<file path="config.mk">
export PLATFORM = sky130hd
export DESIGN_NAME = integer_to_ascii_formatter_top_flat
export DESIGN_NICKNAME = d
export VERILOG_FILES = /design/src/rtl/itoa_pkg.sv /design/src/rtl/itoa_in_if.sv /design/src/rtl/itoa_out_if.sv /design/src/rtl/integer_to_ascii_formatter_top.sv /design/src/flat_wrapper.sv
export SDC_FILE = /design/constraint.sdc
export NUM_CORES = 1
export LEC_CHECK = 0
export ABC_AREA = 0
export BUFFER_PORTS_ARGS = -buffer_cell sky130_fd_sc_hd__buf_2
export CORE_MARGIN = 3
export CORE_UTILIZATION = 66
export DETAILED_ROUTE_END_ITERATION = 12
export PLACE_DENSITY = 0.95
export RECOVER_POWER = 50
export REMOVE_ABC_BUFFERS = 1
export SETUP_SLACK_MARGIN = 0.1
export SYNTH_ARGS = -nofsm -noshare
export SYNTH_HDL_FRONTEND = slang
export SYNTH_SLANG_ARGS = --single-unit
</file>
<file path="constraint.sdc">
create_clock -name i_clk -period 10.3 [get_ports i_clk]
set_input_delay 1.03 -clock i_clk [delete_from_list [all_inputs] [get_ports i_clk]]
set_output_delay 1.03 -clock i_clk [all_outputs]
set_load 0.01 [all_outputs]
</file>
<file path="src/rtl/itoa_pkg.sv">
`timescale 1ns / 1ps
// ----------------------------------------------------------------------------
// itoa_pkg
// Shared constants and codes for the integer-to-ASCII formatter.
// ----------------------------------------------------------------------------
package itoa_pkg;

    localparam int VALUE_BITS    = 64;
    localparam int MAX_PRECISION = 60;

    // Digit slots: octal needs the most, and decimal never needs more.
    localparam int NUM_SLOTS = (VALUE_BITS + 2) / 3;
    localparam int SLOT_W    = $clog2(NUM_SLOTS);
    localparam int CNT_W     = $clog2(VALUE_BITS);

    localparam logic [2:0] OP_DEC  = 3'd0;
    localparam logic [2:0] OP_OCT  = 3'd1;
    localparam logic [2:0] OP_LHEX = 3'd2;
    localparam logic [2:0] OP_UHEX = 3'd3;
    localparam logic [2:0] OP_PTR  = 3'd4;

    localparam logic [1:0] SIGN_NONE  = 2'd0;
    localparam logic [1:0] SIGN_MINUS = 2'd1;
    localparam logic [1:0] SIGN_PLUS  = 2'd2;
    localparam logic [1:0] SIGN_SPACE = 2'd3;

endpackage

</file>
<file path="src/rtl/itoa_in_if.sv">
`timescale 1ns / 1ps
// ----------------------------------------------------------------------------
// itoa_in_if
// Request channel: one integer conversion with its options.
// ----------------------------------------------------------------------------
interface itoa_in_if
    import itoa_pkg::*;
();
    logic        valid;
    logic        ready;
    logic [2:0]  operation;
    logic [63:0] value;
    logic        precision_given;
    logic [5:0]  min_digits;
    logic        zero_fill;
    logic        alternate_form;
    logic [1:0]  sign_select;

    modport source (
        output valid, operation, value, precision_given, min_digits,
               zero_fill, alternate_form, sign_select,
        input  ready
    );
    modport sink (
        input  valid, operation, value, precision_given, min_digits,
               zero_fill, alternate_form, sign_select,
        output ready
    );
endinterface

</file>
<file path="src/rtl/itoa_out_if.sv">
`timescale 1ns / 1ps
// ----------------------------------------------------------------------------
// itoa_out_if
// Result channel: one formatted character per transfer; last marks a request's end.
interface itoa_out_if
    import itoa_pkg::*;
();
    logic       valid;
    logic       ready;
    logic [7:0] character;
    logic       char_valid;
    logic       emit_early;
    logic       zero_cleared;
    logic [1:0] width_reduction;
    logic       last;

    modport source (
        output valid, character, char_valid, emit_early, zero_cleared,
               width_reduction, last,
        input  ready
    );
    modport sink (
        input  valid, character, char_valid, emit_early, zero_cleared,
               width_reduction, last,
        output ready
    );
endinterface

</file>
<file path="src/rtl/integer_to_ascii_formatter_top.sv">
`timescale 1ns / 1ps
// Decimal runs the bit-serial binary-to-BCD shifter (S_CONV) over every value bit,
//   then the leading-zero scan (S_SCAN, one digit a cycle) and S_PREP before the
//   first character; other bases skip S_CONV. One character per cycle while the
//   sink takes them. A new request is taken only in S_IDLE, once the previous
//   request's last character has been registered.
// Reset: synchronous, active low; clears the sequencer and the output valid only.
// ----------------------------------------------------------------------------
// integer_to_ascii_formatter_top
// Formats one unsigned integer as printf would (sign/prefix, precision fill,
// digits), emitting one character per result, most significant first.
// ----------------------------------------------------------------------------
module integer_to_ascii_formatter_top
    import itoa_pkg::*;
(
    input  logic       i_clk,
    input  logic       i_rst_n,
    itoa_in_if.sink    i_req,
    itoa_out_if.source o_rsp
);

    typedef enum logic [2:0] {
        S_IDLE,
        S_CONV,
        S_SCAN,
        S_PREP,
        S_EMIT
    } t_state;

    t_state r_state;

    // Captured request
    logic [2:0]            r_op;
    logic                  r_pg;
    logic [5:0]            r_prec;
    logic                  r_zf;
    logic                  r_af;
    logic [1:0]            r_ss;
    logic                  r_vnz;

    // Shared digit unit: double-dabble shifter in decimal, plain digit store otherwise
    logic [VALUE_BITS-1:0]           r_val;
    logic [NUM_SLOTS-1:0][3:0]       r_dig;
    logic [CNT_W-1:0]                r_cnt;
    logic [SLOT_W-1:0]               r_idx;
    logic [5:0]                      r_nd;

    // Emission plan
    logic [5:0] r_n_left;
    logic [1:0] r_pre_left;
    logic [1:0] r_pn;
    logic       r_early;
    logic       r_zc;
    logic [1:0] r_wr;

    // Output register
    logic       r_o_valid;
    logic [7:0] r_o_char;
    logic       r_o_cv;
    logic       r_o_early;
    logic       r_o_zc;
    logic [1:0] r_o_wr;
    logic       r_o_last;

    logic [VALUE_BITS-1:0]    w_v;
    logic [3*NUM_SLOTS-1:0]   w_opad;
    logic [4*NUM_SLOTS-1:0]   w_hpad;
    logic [4*NUM_SLOTS-1:0]   w_load;
    logic [4*NUM_SLOTS-1:0]   w_adj;
    logic [4*NUM_SLOTS-1:0]   w_dabble;
    logic [5:0]               w_prec;
    logic [5:0]               w_n1;
    logic                     w_zc;
    logic [5:0]               w_n;
    logic [1:0]               w_pn;
    logic                     w_early;
    logic [1:0]               w_wr;
    logic [5:0]               w_pos;
    logic [3:0]               w_dsel;
    logic [7:0]               w_dchar;
    logic [7:0]               w_sign;
    logic [7:0]               w_pchar;
    logic                     w_slot_free;

    assign i_req.ready = (r_state == S_IDLE);
    assign w_slot_free = !r_o_valid || o_rsp.ready;

    assign w_v = i_req.value[VALUE_BITS-1:0];

    // Octal / hex digit load straight from the value bits
    always_comb begin
        w_opad = '0;
        w_hpad = '0;
        w_opad[VALUE_BITS-1:0] = w_v;
        w_hpad[VALUE_BITS-1:0] = w_v;
        w_load = w_hpad;
        if (i_req.operation == OP_OCT) begin
            for (int i = 0; i < NUM_SLOTS; i++) begin
                w_load[4*i +: 4] = {1'b0, w_opad[3*i +: 3]};
            end
        end
    end

    // One double-dabble step: add 3 to every BCD digit >= 5, then shift in a bit
    always_comb begin
        for (int i = 0; i < NUM_SLOTS; i++) begin
            w_adj[4*i +: 4] = (r_dig[i] >= 4'd5) ? r_dig[i] + 4'd3 : r_dig[i];
        end
        w_dabble = {w_adj[4*NUM_SLOTS-2:0], r_val[VALUE_BITS-1]};
    end

    always_comb begin
        if (!i_req.precision_given) begin
            w_prec = 6'd0;
        end else if (i_req.min_digits > 6'(MAX_PRECISION)) begin
            w_prec = 6'(MAX_PRECISION);
        end else begin
            w_prec = i_req.min_digits;
        end
    end

    // Plan: digit count with octal lead zero, precision fill, sign or prefix
    always_comb begin
        w_n1 = r_nd + 6'((r_op == OP_OCT) && r_af && (r_vnz || r_pg));
        w_zc = (r_op == OP_DEC) && (r_prec > w_n1);
        w_n  = (r_prec > w_n1) ? r_prec : w_n1;
        w_pn    = 2'd0;
        w_early = 1'b0;
        w_wr    = 2'd0;
        case (r_op)
            OP_DEC: begin
                if (r_ss != SIGN_NONE) begin
                    w_pn    = 2'd1;
                    w_early = r_zf && !w_zc;
                    w_wr    = w_early ? 2'd1 : 2'd0;
                end
            end
            OP_LHEX, OP_UHEX, OP_PTR: begin
                if ((r_op == OP_PTR) || (r_af && r_vnz)) begin
                    w_pn    = 2'd2;
                    w_early = r_zf;
                    w_wr    = r_zf ? 2'd2 : 2'd0;
                end
            end
            default: begin
                w_pn = 2'd0;
            end
        endcase
    end

    // Character selection
    always_comb begin
        w_pos  = r_n_left - 6'd1;
        w_dsel = r_dig[w_pos[SLOT_W-1:0]];
        if (w_pos < r_nd) begin
            w_dchar = {4'd0, w_dsel} + 8'h30;
            if (w_dsel > 4'd9) begin
                w_dchar = w_dchar + ((r_op == OP_UHEX) ? 8'd7 : 8'd39);
            end
        end else begin
            w_dchar = 8'h30;
        end
        case (r_ss)
            SIGN_MINUS: w_sign = 8'h2d;
            SIGN_PLUS:  w_sign = 8'h2b;
            default:    w_sign = 8'h20;
        endcase
        if (r_pre_left == 2'd2) begin
            w_pchar = 8'h30;
        end else if (r_pn == 2'd2) begin
            w_pchar = (r_op == OP_UHEX) ? 8'h58 : 8'h78;
        end else begin
            w_pchar = w_sign;
        end
    end

    always_ff @(posedge i_clk) begin
        if (!i_rst_n) begin
            r_state   <= S_IDLE;
            r_o_valid <= 1'b0;
        end else begin
            // in S_EMIT a taken slot is refilled below
            if (r_o_valid && o_rsp.ready && (r_state != S_EMIT)) begin
                r_o_valid <= 1'b0;
            end
            case (r_state)
                S_IDLE: begin
                    if (i_req.valid) begin
                        r_op   <= i_req.operation;
                        r_pg   <= i_req.precision_given;
                        r_prec <= w_prec;
                        r_zf   <= i_req.zero_fill;
                        r_af   <= i_req.alternate_form;
                        r_ss   <= i_req.sign_select;
                        r_vnz  <= (w_v != '0);
                        r_val  <= w_v;
                        r_cnt  <= '0;
                        r_idx  <= SLOT_W'(NUM_SLOTS - 1);
                        if (i_req.operation == OP_DEC) begin
                            r_dig   <= '0;
                            r_state <= S_CONV;
                        end else if (i_req.operation <= OP_PTR) begin
                            r_dig   <= w_load;
                            r_state <= S_SCAN;
                        end
                        // unused codes: dropped, no result
                    end
                end
                S_CONV: begin
                    r_dig <= w_dabble;
                    r_val <= {r_val[VALUE_BITS-2:0], 1'b0};
                    r_cnt <= r_cnt + 1'b1;
                    if (r_cnt == CNT_W'(VALUE_BITS - 1)) begin
                        r_state <= S_SCAN;
                    end
                end
                S_SCAN: begin
                    // leading-zero scan, top slot down
                    if ((r_dig[r_idx] != 4'd0) || (r_idx == '0)) begin
                        r_nd    <= (!r_vnz && r_pg) ? 6'd0 : 6'(r_idx) + 6'd1;
                        r_state <= S_PREP;
                    end else begin
                        r_idx <= r_idx - 1'b1;
                    end
                end
                S_PREP: begin
                    r_n_left   <= w_n;
                    r_zc       <= w_zc;
                    r_pn       <= w_pn;
                    r_pre_left <= w_pn;
                    r_early    <= w_early;
                    r_wr       <= w_wr;
                    r_state    <= S_EMIT;
                end
                S_EMIT: begin
                    if (w_slot_free) begin
                        r_o_valid <= 1'b1;
                        r_o_zc    <= r_zc;
                        r_o_wr    <= r_wr;
                        if (r_pre_left != 2'd0) begin
                            r_o_char   <= w_pchar;
                            r_o_cv     <= 1'b1;
                            r_o_early  <= r_early;
                            r_o_last   <= (r_pre_left == 2'd1) && (r_n_left == 6'd0);
                            r_pre_left <= r_pre_left - 2'd1;
                            if ((r_pre_left == 2'd1) && (r_n_left == 6'd0)) begin
                                r_state <= S_IDLE;
                            end
                        end else if (r_n_left != 6'd0) begin
                            r_o_char  <= w_dchar;
                            r_o_cv    <= 1'b1;
                            r_o_early <= 1'b0;
                            r_o_last  <= (r_n_left == 6'd1);
                            r_n_left  <= r_n_left - 6'd1;
                            if (r_n_left == 6'd1) begin
                                r_state <= S_IDLE;
                            end
                        end else begin
                            // empty string: one marker result
                            r_o_char  <= 8'd0;
                            r_o_cv    <= 1'b0;
                            r_o_early <= 1'b0;
                            r_o_last  <= 1'b1;
                            r_state   <= S_IDLE;
                        end
                    end
                end
                default: begin
                    r_state <= S_IDLE;
                end
            endcase
        end
    end

    assign o_rsp.valid           = r_o_valid;
    assign o_rsp.character       = r_o_char;
    assign o_rsp.char_valid      = r_o_cv;
    assign o_rsp.emit_early      = r_o_early;
    assign o_rsp.zero_cleared    = r_o_zc;
    assign o_rsp.width_reduction = r_o_wr;
    assign o_rsp.last            = r_o_last;

endmodule
</file>
<file path="src/flat_wrapper.sv">
// flat-port wrapper written by rule: the top's interface ports become plain ports
module integer_to_ascii_formatter_top_flat import itoa_pkg::*;
  (i_clk, i_rst_n, i_req_valid, i_req_operation, i_req_value, i_req_precision_given, i_req_min_digits, i_req_zero_fill, i_req_alternate_form, i_req_sign_select, i_req_ready, o_rsp_valid, o_rsp_character, o_rsp_char_valid, o_rsp_emit_early, o_rsp_zero_cleared, o_rsp_width_reduction, o_rsp_last, o_rsp_ready);
  itoa_in_if i_req_i ();
  itoa_out_if o_rsp_i ();
  input  logic i_clk;
  input  logic i_rst_n;
  input wire logic [$bits(i_req_i.valid)-1:0] i_req_valid;
  input wire logic [$bits(i_req_i.operation)-1:0] i_req_operation;
  input wire logic [$bits(i_req_i.value)-1:0] i_req_value;
  input wire logic [$bits(i_req_i.precision_given)-1:0] i_req_precision_given;
  input wire logic [$bits(i_req_i.min_digits)-1:0] i_req_min_digits;
  input wire logic [$bits(i_req_i.zero_fill)-1:0] i_req_zero_fill;
  input wire logic [$bits(i_req_i.alternate_form)-1:0] i_req_alternate_form;
  input wire logic [$bits(i_req_i.sign_select)-1:0] i_req_sign_select;
  output wire logic [$bits(i_req_i.ready)-1:0] i_req_ready;
  output wire logic [$bits(o_rsp_i.valid)-1:0] o_rsp_valid;
  output wire logic [$bits(o_rsp_i.character)-1:0] o_rsp_character;
  output wire logic [$bits(o_rsp_i.char_valid)-1:0] o_rsp_char_valid;
  output wire logic [$bits(o_rsp_i.emit_early)-1:0] o_rsp_emit_early;
  output wire logic [$bits(o_rsp_i.zero_cleared)-1:0] o_rsp_zero_cleared;
  output wire logic [$bits(o_rsp_i.width_reduction)-1:0] o_rsp_width_reduction;
  output wire logic [$bits(o_rsp_i.last)-1:0] o_rsp_last;
  input wire logic [$bits(o_rsp_i.ready)-1:0] o_rsp_ready;
  assign i_req_i.valid = i_req_valid;
  assign i_req_i.operation = i_req_operation;
  assign i_req_i.value = i_req_value;
  assign i_req_i.precision_given = i_req_precision_given;
  assign i_req_i.min_digits = i_req_min_digits;
  assign i_req_i.zero_fill = i_req_zero_fill;
  assign i_req_i.alternate_form = i_req_alternate_form;
  assign i_req_i.sign_select = i_req_sign_select;
  assign i_req_ready = i_req_i.ready;
  assign o_rsp_valid = o_rsp_i.valid;
  assign o_rsp_character = o_rsp_i.character;
  assign o_rsp_char_valid = o_rsp_i.char_valid;
  assign o_rsp_emit_early = o_rsp_i.emit_early;
  assign o_rsp_zero_cleared = o_rsp_i.zero_cleared;
  assign o_rsp_width_reduction = o_rsp_i.width_reduction;
  assign o_rsp_last = o_rsp_i.last;
  assign o_rsp_i.ready = o_rsp_ready;
  integer_to_ascii_formatter_top u_core (.i_clk(i_clk), .i_rst_n(i_rst_n), .i_req(i_req_i), .o_rsp(o_rsp_i));
endmodule
</file>
* Yosys cells after proc, flatten, opt, wreduce, memory -nomap -nowiden *
Index checks and enable logic that the tools add are counted.

storage, ports and cells
  input bits = 82
  flip-flop bits (word level) = 216

cells by class
  $lt $le $gt $ge = 29
  reduce and logical (&&, ||, !) cells = 41
  add/sub/neg operators = 30
  multiplexer cells = 84
  bitwise gates (word level) = 1
  equality and inequality tests = 28

operators with widths
  operator               count
  $mux W88               3
  $pmux W88 S2           1
  $pmux W64 S2           1
  $mux W4                23
  $ge A4 B3 Y1 const B   22
  $mux W85               1
  $add A4 B2 Y4 const B  21
  $mux W64               1
  $reduce_bool A64 Y1    1
  $mux W6                8
  $mux W8                6
  $bmux W4 S5            2
  $mux W3                11
  $pmux W6 S2            2
  $pmux W3 S5            1
  $eq A3 B2 Y1 const B   4
  $lt A5 B6 Y1 const B   2
  $mux W2                6
  $pmux W2 S2            3
  $reduce_and A3 Y1      4
  $reduce_and A4 Y1      3
  $mux W1                10
  $mux W5                2
  $ne A2 B1 Y1 const B   5
  42 further kinds       70

* Longest topological paths before layout *
  word-level depth = 11
  gate-level depth with buffers = 17

* Least setup slack after synthesis *
No wires, ideal clock.

  path type = input -> register
  start point = in i_req_operation[1]
  end point = reg u_core.r_dig[0] (netlist name), enable pin
  path buffers = 0
  library setup time = 0.535 ns
  stages = 4
  slack = 4.543 ns
  arrival time = 5.222 ns
  path through = o21ai_0 nand2_1 a211o_1 nor2_1

on the way
  longest elaborated chain between the ends = 3

RTL lines
  what                                                     RTL line                                                                      RTL
  start: declaration                                       flat_wrapper.sv:9                                                             input wire logic [$bits(i_req_i.operation)-1:0] i_req_operation;
  $le A3 B3 Y1 / $logic_not A3 Y1 (equally long branches)  integer_to_ascii_formatter_top.sv:202, integer_to_ascii_formatter_top.sv:199
  $ne A3 B1 Y1 (no source line) *                          -
  $reduce_and A4 Y1 (no source line) *                     -
  end signal: assignment                                   integer_to_ascii_formatter_top.sv:203                                         r_dig <= w_load;
  end signal: assignment                                   integer_to_ascii_formatter_top.sv:210                                         r_dig <= w_dabble;
  end: declaration                                         integer_to_ascii_formatter_top.sv:43                                          logic [NUM_SLOTS-1:0][3:0] r_dig;

Every way passes the cells marked *; elsewhere a longest branch is shown, timed or not.
A chain may end at the register's enable or synchronous reset.

* Worst setup path after layout *
  start point = reg u_core.r_n_left[0]
  end point = reg u_core.r_o_char[1], in the netlist u_core.o_rsp.character[1] (data pin)

on the way
  longest elaborated chain between the ends = 9

RTL lines
  what                           RTL line                               RTL
  start: declaration             integer_to_ascii_formatter_top.sv:49   logic [5:0] r_n_left;
  start signal: assignment       integer_to_ascii_formatter_top.sv:227  r_n_left <= w_n;
  start signal: assignment       integer_to_ascii_formatter_top.sv:254  r_n_left <= r_n_left - 6'd1;
  $sub A6 B1 Y6                  integer_to_ascii_formatter_top.sv:153  w_pos = r_n_left - 6'd1;
  $bmux W4 S5                    integer_to_ascii_formatter_top.sv:154  w_dsel = r_dig[w_pos[SLOT_W-1:0]];
  $mux W4 (implied by the code)  integer_to_ascii_formatter_top.sv:154
  $add A4 B6 Y7                  integer_to_ascii_formatter_top.sv:156  w_dchar = {4'd0, w_dsel} + 8'h30;
  $add A8 B8 Y8                  integer_to_ascii_formatter_top.sv:158  w_dchar = w_dchar + ((r_op == OP_UHEX) ? 8'd7 : 8'd39);
  $mux W8                        integer_to_ascii_formatter_top.sv:157  if (w_dsel > 4'd9) begin
  $mux W8                        integer_to_ascii_formatter_top.sv:155  if (w_pos < r_nd) begin
  $mux W8 *                      integer_to_ascii_formatter_top.sv:249  end else if (r_n_left != 6'd0) begin
  $mux W8 *                      integer_to_ascii_formatter_top.sv:240  if (r_pre_left != 2'd0) begin
  end signal: assignment         integer_to_ascii_formatter_top.sv:241  r_o_char <= w_pchar;
  end signal: assignment         integer_to_ascii_formatter_top.sv:250  r_o_char <= w_dchar;
  end: declaration               integer_to_ascii_formatter_top.sv:58   logic [7:0] r_o_char;

Every way passes the cells marked *; elsewhere a longest branch is shown, timed or not. The select of a mux whose other input is x is not followed.

==> impl_metrics.tcl <==
set metrics [dict create \
    maxCapViolCount 5 \
    place_congestion 0.962 \
    routed-wl-met3_um 4000 \
    die_width_um 149 \
    slew_viol_final 369 \
    finalHoldViolations 0 \
    synth_top_cell_by_area "edfxtp_1" \
    yosys_warnings 0 \
    path_max_fanout 25 \
    via_per_inst 6.67 \
    initial_core_util_pct 68.1 \
    top_layer "met5" \
    grt_max_degree 94 \
    synthMostInstantiatedCell "nand2_1" \
    ys.flop_type "edfxtp_1" \
    synth.distinct_cells 71 \
    max-vdd-ir-drop_mv 0.155 \
    violations "capacitance limit, slew limit" \
    whs_path_depth 0 \
    met1_length_um 12800 \
    grt_pass1_vias 11197 \
    clockBufferDepth 3 \
    port-buffer-count 96 \
    nets 1620 \
    power.density_nw_per_um2 179 \
    grt_pass1_wl_um 57300 \
    synthArstFlopShare_pct 0 \
    num_rows 51 \
    postCtsHoldBufs 0 \
    ctsResizeCount 0 \
    drc 0 \
    io_pins 98 \
    synth_commonest_cells "298 x nand2_1, 211 x edfxtp_1, 101 x nor2_1" \
    grt_overflow 0 \
    synth_edf_count 211 \
    htree_num_levels 1 \
    drtPass1Iterations 6 \
    ys_ff_latch 215 \
    r2r_end "u_core.o_rsp.character[1]$_DFFE_PP_" \
    fmax_mhz 188 \
    path_class "reg -> reg" \
    synth_cells 1405 \
    insertion_delay_ns 0.53 \
    area_growth_pct 9.53 \
    path_cells "clkbuf_1, inv_1, ha_1, xnor2_4, inv_6, o32ai_1, o21ai_1, o22ai_1, inv_1, ha_1, nor2_1, o21a_4, mux2_4, a22o_1" \
    r2r_setup_slack_ns 4.97 \
    syn_avg_cell_area_um2 9.59 \
    ys_seq_area_share_pct 47.6 \
    syn-cell-area_um2 13500 \
    die_y_um 149 \
    dieArea_um2 22200 \
    grtUsageTotal_pct 32.1 \
    cts-root-buf "clkbuf_16" \
    status "complete, but fails checks" \
    wl_per_cell_um 20.6 \
    critical_path_required_ns 10.57 \
    power_leakage_nw 5.75 \
    tritoncts "yes" \
    netlist.area_leader.share_pct 47.0 \
    postCtsSetupBuffers 0 \
    fill_cells 1296 \
    skew_ns 0.0203 \
    drtIter0Drc 1422 \
    cpPeakStageDelay_ns 1.08 \
    ant_nets 0 \
    antenna_found_initial 2 \
    reg2reg_from "u_core.r_n_left[0]$_DFFE_PP_" \
    final_layout_size_suffix_gt1_share_pct 9.97 \
    crit_arrival_ns 5.60 \
    finalCriticalPeriod_ns 5.33 \
    holdPathEnd "u_core.o_rsp.zero_cleared$_DFFE_PP_" \
    route.met2.wl_um 17200 \
    dp_hpwl_um 24800 \
    slew_headroom_pct -140 \
    r2r_cells 14 \
    cts.sinks 215 \
    critPathLaunchType "flop" \
    hold_start "u_core.r_zc$_DFFE_PP_" \
    drt_wl_total_um 36000 \
    cpMaxStageDelayCell "clkbuf_1" \
    synth_area_leaders "edfxtp_1 47%, nand2_1 8.3%, ha_1 6.6%" \
    tightest_slew_ns 3.61 \
    core-area_um2 19800 \
    hold_class "reg -> reg" \
    rsz0062_at_grt "false" \
    fin_setup_tns_ns 0 \
    route.vias.total 11675 \
    setup_viol 0 \
    cts_buffers 23 \
    p_total_w 0.00264 \
    clkTransAtPathRegs_ns 0.06 \
    critPathCaptureType "flop" \
    post-route-period-util_pct 51.7 \
]
[metrics by stage]
step	hold WS (ns)	instances	instance area, um^2	setup WS [ns]	utilization, %
after global placement	0.404	1707	14100	6.30	71.2
after floorplan	0.400	1336	13200	1.83	-
after detailed placement	0.419	1707	14100	6.10	71.2
after global routing	0.447	1750	14800	4.51	74.6
final	0.428	1750	14800	4.97	74.6
after CTS	0.434	1749	14800	6.08	74.9
[cell type report]
cell class / instances / area (um^2) / area share (%)
Inverter: 68 / 260 / 1.76
Sequential cell: 215 / 6420 / 43.5
Timing Repair Buffer: 106 / 503 / 3.41
Tap cell: 265 / 332 / 2.25
Multi-Input combinational cell: 1053 / 6510 / 44.1
Clock inverter: 13 / 92.6 / 0.628
Clock buffer: 29 / 638 / 4.33
Antenna cell: 1 / 2.50 / 0.0170
[worst max path at each step]
stage / end / from / depth (start not counted)
2_1_floorplan: u_core.r_cnt[0]$_SDFFCE_PN0P_ / u_core.r_state[1]$_SDFFE_PN0P_ / 3
6_report: u_core.o_rsp.character[1]$_DFFE_PP_ / u_core.r_n_left[0]$_DFFE_PP_ / 14
3_5_place_dp: u_core.o_rsp.character[1]$_DFFE_PP_ / u_core.r_n_left[0]$_DFFE_PP_ / 14
4_1_cts: u_core.o_rsp.character[1]$_DFFE_PP_ / u_core.r_n_left[0]$_DFFE_PP_ / 14
5_1_grt: u_core.o_rsp.character[1]$_DFFE_PP_ / u_core.r_n_left[0]$_DFFE_PP_ / 14
3_3_place_gp: u_core.o_rsp.character[1]$_DFFE_PP_ / u_core.r_n_left[0]$_DFFE_PP_ / 14
[where the power goes]
group	switching, W	total (W)	internal [W]	leakage (nW)
registers	0.000118	0.00124	0.00112	1.99
logic	0.000369	0.000601	0.000233	3.40
clock network	0.000343	0.000805	0.000462	0.357
total	0.000830	0.00264	0.00181	5.75
[worst max-delay path: cells and delay by family (launching register included)]
kind	cells	cell delay, ns
buf+inv	4	1.83
compound gates	5	1.19
fa+ha+maj	2	0.71
xor+xnor	1	0.54
flops	1	0.33
mux	1	0.29
simple gates	1	0.18
[sequential cells by signal (all words and copies together) (netlist names), 5 cells and up]
register and count:
u_core.r_dig 88, u_core.r_val 64, u_core.r_idx 5, u_core.r_n_left 6, u_core.r_prec 6, u_core.o_rsp.character 7
u_core.r_nd 6, u_core.r_cnt 6
[kinds of logic (layout without fill, tap and decap cells)]
family                   count (synthesis)  in the layout  synth area share [%]
AND/OR/NAND/NOR                        630            630                  21.4
other                                    1              2                0.0278
buffers and inverters                  137            216                  4.12
multiplexers                            51             51                  5.45
flip-flops                             215            215                  47.6
adder cells (fa/ha/maj)                 71             71                  6.60
AO/OA/AOI/OAI                          253            253                  11.5
XOR/XNOR                                47             47                  3.25
[layer usage]
metal / up-vias / global-route usage, %
met5: - / 0
met4: 4 / 14.7
met3: 181 / 5.56
met2: 855 / 53.0
met1: 5450 / 42.0
li1: 5185 / -
[placed cells by master (no fill, tap or decap), types with 7 or more instances in the layout]
cell type,n
nor4_1,34
a21oi_1,81
nand3_1,65
mux2i_1,31
edfxtp_1,211
nor3b_1,25
clkbuf_1,30
xor2_1,12
mux4_2,16
nor2_1,99
nand2b_1,19
nor3_1,26
o21ai_0,60
inv_1,65
and3_1,17
a31oi_1,40
a211oi_1,22
o31ai_1,8
buf_2,75
nor2b_1,20
xnor2_1,33
clkbuf_16,23
ha_1,71
o21a_1,7
nand2_1,298
No activity file was read; power rests on OpenSTA's default activity.
